==> src/qrpm_pkg.sv <==
// Shared types, constants and helper functions for the quad rate PID motor mixer.
// Used by quad_rate_pid_motor_mixer, qrpm_mix and qrpm_check; depends on nothing else.
package qrpm_pkg;

  localparam int IN_W      = 168;
  localparam int OUT_W     = 64;
  localparam int CFG_IDX_W = 3;
  localparam int GAIN_W    = 16;
  localparam int MOTOR_W   = 16;

  localparam int ERR_W  = 18;
  localparam int EI_W   = 21;
  localparam int YN_W   = 15;
  localparam int PE_W   = 35;
  localparam int PI_W   = 38;
  localparam int PYR_W  = 33;
  localparam int PYI_W  = 41;
  localparam int ACC_W  = 44;
  localparam int FRAC_W = 16;
  localparam int MIX_W  = ACC_W - FRAC_W;

  localparam logic [GAIN_W-1:0]  GAIN_P_RST        = 16'd9175;
  localparam logic [GAIN_W-1:0]  GAIN_I_RST        = 16'd2949;
  localparam logic [GAIN_W-1:0]  GAIN_D_RST        = 16'd262;
  localparam logic [GAIN_W-1:0]  GAIN_YAW_RATE_RST = 16'd5898;
  localparam logic [GAIN_W-1:0]  GAIN_YAW_INT_RST  = 16'd197;
  localparam logic [MOTOR_W-1:0] MOTOR_FLOOR_RST   = 16'd0;
  localparam logic [MOTOR_W-1:0] MOTOR_CEIL_RST    = 16'd65535;

  typedef enum logic [CFG_IDX_W-1:0] {
    CFG_GAIN_P            = 3'd0,
    CFG_GAIN_I            = 3'd1,
    CFG_GAIN_D            = 3'd2,
    CFG_GAIN_YAW_RATE     = 3'd3,
    CFG_GAIN_YAW_INTEGRAL = 3'd4,
    CFG_MOTOR_FLOOR       = 3'd5,
    CFG_MOTOR_CEILING     = 3'd6
  } cfg_reg_t;

  typedef struct packed {
    logic signed [PE_W-1:0]  roll_p;
    logic signed [PI_W-1:0]  roll_i;
    logic signed [PE_W-1:0]  roll_d;
    logic signed [PE_W-1:0]  pitch_p;
    logic signed [PI_W-1:0]  pitch_i;
    logic signed [PE_W-1:0]  pitch_d;
    logic signed [PYR_W-1:0] yaw_r;
    logic signed [PYI_W-1:0] yaw_i;
    logic signed [YN_W-1:0]  yaw_neg;
    logic [MOTOR_W-1:0]      throttle;
  } qrpm_prod_t;

  // Divides a Q.16 accumulator by 65536, rounding toward zero.
  function automatic logic signed [MIX_W-1:0] trunc_q16(input logic signed [ACC_W-1:0] x);
    logic signed [MIX_W-1:0] q;
    q = x[ACC_W-1:FRAC_W];
    if (x[ACC_W-1] && (x[FRAC_W-1:0] != '0)) begin
      q = q + MIX_W'(1);
    end
    return q;
  endfunction

  // Raises to the floor first, then lowers to the ceiling, so the ceiling wins.
  function automatic logic [MOTOR_W-1:0] clamp_motor(input logic signed [MIX_W-1:0] v,
                                                     input logic [MOTOR_W-1:0] lo,
                                                     input logic [MOTOR_W-1:0] hi);
    logic signed [MIX_W-1:0] x;
    x = v;
    if (x < MIX_W'($signed({1'b0, lo}))) begin
      x = MIX_W'($signed({1'b0, lo}));
    end
    if (x > MIX_W'($signed({1'b0, hi}))) begin
      x = MIX_W'($signed({1'b0, hi}));
    end
    return x[MOTOR_W-1:0];
  endfunction

endpackage

==> src/qrpm_mix.sv <==
// Sums the registered PID products, truncates them and forms and clamps the four X-frame motor values.
// Depends on qrpm_pkg for the product struct and the truncation and clamp functions.
module qrpm_mix (
  input  qrpm_pkg::qrpm_prod_t             prod,
  input  logic [qrpm_pkg::MOTOR_W-1:0]     motor_floor,
  input  logic [qrpm_pkg::MOTOR_W-1:0]     motor_ceiling,
  output logic [qrpm_pkg::OUT_W-1:0]       motors
);
  import qrpm_pkg::*;

  logic signed [ACC_W-1:0] roll_acc;
  logic signed [ACC_W-1:0] pitch_acc;
  logic signed [ACC_W-1:0] yaw_acc;
  logic signed [MIX_W-1:0] roll;
  logic signed [MIX_W-1:0] pitch;
  logic signed [MIX_W-1:0] yaw;
  logic signed [MIX_W-1:0] thr;
  logic signed [MIX_W-1:0] front_a;
  logic signed [MIX_W-1:0] front_b;
  logic signed [MIX_W-1:0] rear_a;
  logic signed [MIX_W-1:0] rear_b;

  always_comb begin
    roll_acc  = ACC_W'($signed(prod.roll_p)) + ACC_W'($signed(prod.roll_i))
              + ACC_W'($signed(prod.roll_d));
    pitch_acc = ACC_W'($signed(prod.pitch_p)) + ACC_W'($signed(prod.pitch_i))
              + ACC_W'($signed(prod.pitch_d));
    yaw_acc   = ACC_W'($signed({prod.yaw_neg, 16'h0000})) + ACC_W'($signed(prod.yaw_r))
              + ACC_W'($signed(prod.yaw_i));
    roll  = trunc_q16(roll_acc);
    pitch = trunc_q16(pitch_acc);
    yaw   = trunc_q16(yaw_acc);
    thr   = MIX_W'($signed({1'b0, prod.throttle}));
    front_a = thr - roll + pitch + yaw;
    front_b = thr - roll - pitch - yaw;
    rear_a  = thr + roll + pitch - yaw;
    rear_b  = thr + roll - pitch + yaw;
    motors = {clamp_motor(rear_b, motor_floor, motor_ceiling),
              clamp_motor(rear_a, motor_floor, motor_ceiling),
              clamp_motor(front_b, motor_floor, motor_ceiling),
              clamp_motor(front_a, motor_floor, motor_ceiling)};
  end

endmodule

==> config.mk <==
export PLATFORM = sky130hd
export DESIGN_NAME = qrpm_mix
export DESIGN_NICKNAME = d
export VERILOG_FILES = /design/src/qrpm_pkg.sv /design/src/qrpm_mix.sv
export SDC_FILE = /design/constraint.sdc
export NUM_CORES = 1
export LEC_CHECK = 0
export ABC_AREA = 0
export BUFFER_PORTS_ARGS = -buffer_cell sky130_fd_sc_hd__buf_2
export CAP_MARGIN = 10
export CORE_MARGIN = 5
export CORE_UTILIZATION = 50
export DETAILED_ROUTE_END_ITERATION = 8
export PLACE_DENSITY = 0.71
export SLEW_MARGIN = 20
export SYNTH_ARGS = -nofsm -noshare
export SYNTH_HDL_FRONTEND = slang
export SYNTH_SLANG_ARGS = --single-unit
==> constraint.sdc <==
create_clock -name vclk -period 26.3
set_input_delay 3.945 -clock vclk [all_inputs]
set_output_delay 3.945 -clock vclk [all_outputs]
set_load 0.02 [all_outputs]
==> results of run 1 <==
## worst paths after layout
path         end  slack (ns)  cells past startpoint
max   motors[38]        4.00                     59
min   motors[19]        8.29                      3
## synthesized netlist by cell type (7+ instances only)
cell       instances
a2111oi_0         11
a211o_1           19
a211oi_1          45
a21boi_0           8
a21o_1           124
a21oi_1          283
a221oi_1          11
a311oi_1           7
a31o_2            12
a31oi_1           25
and2_1            32
and3_1            31
and4_1            13
buf_2             24
clkbuf_1          50
fa_1             215
ha_1             403
inv_1            369
mux2_2            98
mux2i_1           19
nand2_1          237
nand2b_1          43
nand3_1           65
nand4_1           55
nor2_1           239
nor2b_1           50
nor3_1            63
nor3b_1           13
nor4_1            27
o2111ai_1         16
o211ai_1          29
o21a_1            42
o21ai_0          172
o21bai_1          40
o31ai_1           19
or2_2             17
or3_1             19
or4_1              8
xnor2_1          189
xor2_1           101
## metal layers
| metal | GRT usage, % | routed length, um | part of all wire (%) | up-vias |
|---|---|---|---|---|
| li1 | - | - | - | 12700 |
| met1 | 36.7 | 35900 | 43 | 12200 |
| met2 | 49.6 | 39800 | 47 | 912 |
| met3 | 3.20 | 5360 | 6.4 | 158 |
| met4 | 8.24 | 3000 | 3.6 | 12 |
| met5 | 0 | 77 | 0.092 | - |
## metrics by stage
stage | util (%) | area (um2) | hold slack, ns | std cells
floorplan | - | 26100 | 8.08 | 3392
finish | 55.8 | 28800 | 8.29 | 4415
global placement | 55.8 | 28800 | 8.30 | 4412
CTS | 55.8 | 28800 | 8.30 | 4412
global route | 55.8 | 28800 | 8.32 | 4415
detailed placement | 55.8 | 28800 | 8.30 | 4412
## final cells by class
| type | instances | share of cell area (%) |
|---|---|---|
| inverters | 371 | 4.84 |
| multi-input cells | 2939 | 84.8 |
| well taps | 680 | 2.96 |
| repair buffers | 422 | 7.39 |
| diodes | 3 | 0.0261 |
## kinds of logic (layout without fill, tap and decap cells)
group | Yosys count | after routing | share of synthesized area (%)
adders and majority gates | 623 | 623 | 36.0
other | 0 | 3 | 0
buffers and inverters | 453 | 793 | 6.70
and+or+nand+nor | 947 | 947 | 18.2
muxes | 118 | 118 | 4.99
xor gates and xnor gates | 293 | 293 | 9.90
AOI/OAI and AO/OA | 958 | 958 | 24.2
==> metrics.txt, run 1 <==
Multi-input gate area=24400 um2; setup bufs post-CTS=0; Top Ports=between 400 and 500; Critical Path Start Type=input port; sequential-to-total area share from yosys stat=0%; commonest cells after routing, fill and taps aside=417 x buf_2, 403 x ha_1, 369 x inv_1; worst setup path class=input port to output pin; most common cell after layout, fill and taps aside=buf_2; Fmax=0.0448 GHz; Slew @ Worst Pin=~1.1 ns; Critical Path RT=22.35 ns; maxcap violations=0; global route overflow=0; Worst Setup SP=prod[214]; Die Footprint=56900 um2; Setup crit end kind=output pin; Global Route Usage Sum=28.3%; Synth Warn #=0; Arrival @ worst endpoint=18.36 ns; layout cells sized above 1=between 15 and 20%; final hold violations=0; crit-path max cell delay=0.65 ns; largest net degree at the start of global routing=23; Slew headroom=26.2%; status=finished clean; Synthesized Nets=between 4000 and 5000; Area growth syn-to-layout=10.1%; via-per-instance ratio=5.90; setup TNS=0 ns; Post-Syn Area=26100 um2; dpl hpwl=74600 um; RSZ-0062 raised after global routing=no; drt first pass iters=5; top cells by area, synth=ha_1 19%, fa_1 16%, xnor2_1 6.3%; synthesized instance count=3392; post-synth top area cell=ha_1; Site Rows=between 80 and 90; Seq Cell Count=0; post-route setup slack=4.00 ns; Final Max Slew Viols=0; WL final=84100 um; Clock buffer cells=0; initial antenna violation count=10; Hold Startpoint=motor_ceiling[3]; critical path's top delay family=compound AO/OA/AOI/OAI gates; WL/cell=19.1 um; Crit-path slowest cell=fa_1; vias in the first global route=25700; WP buf/inv=6; Avg Inst Size Synth=roughly 7.7 um2; fillers=approximately 5200; Die Ht=239 um; Net count, final=4705; Initial Utilization=between 50% and 60%; Routability Congestion=0.979; post-layout min period=22.30 ns; pre-CTS setup slack=4.25 ns; input/output buffers=417; die width=~240 um; Synth top area share=around 19%; via count=26100; area taken by flip-flops and latches=0 um2; Hold-fix buffers, CTS=0; Antenna Nets Post-Route=0; crit share post-route=between 80% and 90%; DRC violations left=0; CP most frequent cell=a21oi_1; Worst Hold Class=input port to output pin; initial DRC count=~1900; post_cts resized=0; Final setup viols=0; synth unique cells=108; Max FO, Critical Path=17; core area=slightly above 50000 um2; first-pass GRT wire length=133000 um
Power of run 1 is left out: the tool's default activity adds up to more than one toggle a clock period on the data nets, which glitch-free logic cannot reach.
==> inputs of run 2 (changes only) <==
clock period = 22.7 ns   (was 26.3 ns; I/O delays follow)
==> metrics.txt, run 2 (synthesis gave the netlist of run 1 again) <==
status=finished clean; Fmax=~0.047 GHz; drt first pass iters=6; setup bufs post-CTS=0; Seq Cell Count=0; Critical Path Start Type=input port; Slew @ Worst Pin=around 1.1 ns; Arrival @ worst endpoint=18.06 ns; Hold EP=motors[25]; global route overflow=0; die width=239 um; fillers=5111; Die Footprint=56900 um2; via-per-instance ratio=5.89; core area=just over 50000 um2; Hold Path Depth=3; commonest cells after routing, fill and taps aside=417 x buf_2, 403 x ha_1, 369 x inv_1; first-pass GRT wire length=134000 um; layout cells sized above 1=15.9%; post_cts resized=0; RSZ-0062 raised after global routing=no; WL/cell=19.0 um; Hold Startpoint=motor_ceiling[9]; setup TNS=0 ns; maxcap violations=0; Global Route Usage Sum=28.3%; DRC violations left=0; post-route setup slack=1.23 ns; Routability Congestion=0.987; Max FO, Critical Path=17; crit-path max cell delay=0.65 ns; post-layout min period=~21 ns; most common cell after layout, fill and taps aside=buf_2; Site Rows=83; Hold-fix buffers, CTS=0; input/output buffers=417; vias in the first global route=25700; pre-CTS setup slack=1.31 ns; Final Max Slew Viols=0; initial DRC count=2016; WP buf/inv=5; Clock buffer cells=0; Critical Path RT=19.30 ns; Crit path depth=58; Top Ports=417; Crit-path slowest cell=fa_1; via count=26000; initial antenna violation count=7; dpl hpwl=74700 um; CP most frequent cell=a21oi_1; Final setup viols=0; Die Ht=approximately 240 um; Setup crit end kind=output pin; critical path's top delay family=compound AO/OA/AOI/OAI gates; crit share post-route=between 90% and 100%; Antenna Nets Post-Route=0; Net count, final=4703; DP Area=28700 um2; Worst Setup SP=prod[214]; Area growth syn-to-layout=10.0%; Worst Hold Class=input port to output pin; largest net degree at the start of global routing=23; Slew headroom=roughly 25%; fin area=~29000 um2; worst setup path class=input port to output pin; WL final=roughly 84000 um; final hold violations=0; Initial Utilization=50.7%; area taken by flip-flops and latches=0 um2
[run 2: how the worst max path moves through the flow]
stage	to	slack [ns]
CTS	motors[38]	1.28
global route	motors[38]	0.32
floorplan	motors[32]	3.60
global placement	motors[38]	1.41
finish	motors[38]	1.23
detailed placement	motors[38]	1.31
[run 2: final cells by class]
cell class | count | area (um2) | area share, %
timing repair buffer | 420 | 2110 | 7.34
multi-input combinational | 2939 | 24400 | 84.8
antenna | 3 | 7.51 | 0.0261
inverter | 371 | 1390 | 4.84
tap | 680 | 851 | 2.96
[run 2: layer usage]
metal  up-vias  global-route usage [%]  wire length (um)
met5         -                       0                40
met4         8                    6.64              2400
met3       137                    3.16              5650
met2       901                    50.3             40200
met1     12200                    36.8             35600
li1      12800                       -                 -
[run 2: through the flow]
stage	std cells	hold WS, ns	util [%]
floorplan	3392	7.00	-
global placement	4410	7.22	55.8
detailed placement	4410	7.22	55.8
CTS	4410	7.22	55.8
global route	4411	7.23	55.8
finish	4413	7.22	55.8
Power of run 2 is left out for the same reason.
==> inputs of run 3 (changes only) <==
RECOVER_POWER = 50   (was unset)
==> metrics.txt, run 3 (synthesis gave the netlist of run 1 again) <==
Fmax=0.0465 GHz; Site Rows=83; post-layout util=a little under three fifths; Routability Congestion=0.987; CP most frequent cell=a21oi_1; Die Footprint=56900 um2; Max FO, Critical Path=17; global route overflow=0; final hold violations=0; most common cell after layout, fill and taps aside=ha_1; via-per-instance ratio=5.91; Crit-path slowest cell=fa_1; Clock buffer cells=0; Hold-fix buffers, CTS=0; worst setup path class=input port to output pin; Die Ht=~240 um; Final Max Slew Viols=0; first-pass GRT wire length=between 100000 and 150000 um; Arrival @ worst endpoint=18.09 ns; Initial Utilization=roughly 51%; largest net degree at the start of global routing=23; Net count, final=around 4700; area taken by flip-flops and latches=0 um2; crit share post-route=94.7%; WL/cell=around 19 um; failing checks=capacitance limit; die width=239 um; critical path's top delay family=compound AO/OA/AOI/OAI gates; pre-CTS setup slack=1.31 ns; Slew headroom=0.607%; post-route setup slack=around 1.2 ns; DRC violations left=0; via count=26100; drt first pass iters=8; post-layout min period=21.49 ns; Critical Path RT=19.30 ns; Top Ports=417; core area=51500 um2; Global Route Usage Sum=28.3%; crit-path max cell delay=0.65 ns; input/output buffers=417; layout cells sized above 1=about 15%; Non-Filler Instances=around 4400; fillers=5119; Seq Cell Count=0; Area growth syn-to-layout=9.89%; Antenna Nets Post-Route=0; vias in the first global route=25700; Critical Path Start Type=input port; status=complete, but fails checks; Hold Startpoint=motor_ceiling[9]; initial DRC count=2038; total placed cells including tap cells=4410; Final setup viols=0; setup TNS=0 ns; maxcap violations=1; post_cts resized=0; WP buf/inv=5; Worst Hold Class=input port to output pin; RSZ-0062 raised after global routing=no; commonest cells after routing, fill and taps aside=403 x ha_1, 391 x buf_2, 369 x inv_1; Worst Setup SP=prod[214]; initial antenna violation count=7; Setup crit end kind=output pin; dpl hpwl=74700 um; Slew @ Worst Pin=around 1.5 ns; WL final=84100 um; setup bufs post-CTS=0
run 3: tightest hold or removal path, delay by kind of cell:
kind / cells / cell delay (ns)
buf+inv: 2 / 0.26
mux: 1 / 0.14
run 3: worst paths after layout:
path	to	slack [ns]	depth (start not counted)
setup / recovery	motors[38]	1.21	58
hold / removal	motors[41]	7.22	3
run 3: area by class of cell:
class                      count  area, um2  share of cell area, %
antenna                        2       5.00                 0.0174
timing repair buffer         420       2080                   7.23
inverter                     371       1390                   4.85
multi-input combinational   2939      24400                   84.9
tap                          680        851                   2.96
run 3: metal layers:
| metal | part of all wire [%] | track usage, % |
|---|---|---|
| met2 | 48 | 50.3 |
| met5 | 0.056 | 0 |
| met3 | 6.7 | 3.16 |
| met4 | 2.9 | 6.64 |
| met1 | 42 | 36.8 |
run 3: per-stage QoR:
| stage | area, um2 | hold WS [ns] |
|---|---|---|
| 5_1_grt | 28700 | 7.23 |
| 3_5_place_dp | 28700 | 7.22 |
| 2_1_floorplan | 26100 | 7.00 |
| 4_1_cts | 28700 | 7.22 |
| 3_3_place_gp | 28700 | 7.22 |
| 6_report | 28700 | 7.22 |
Power of run 3 is left out for the same reason.
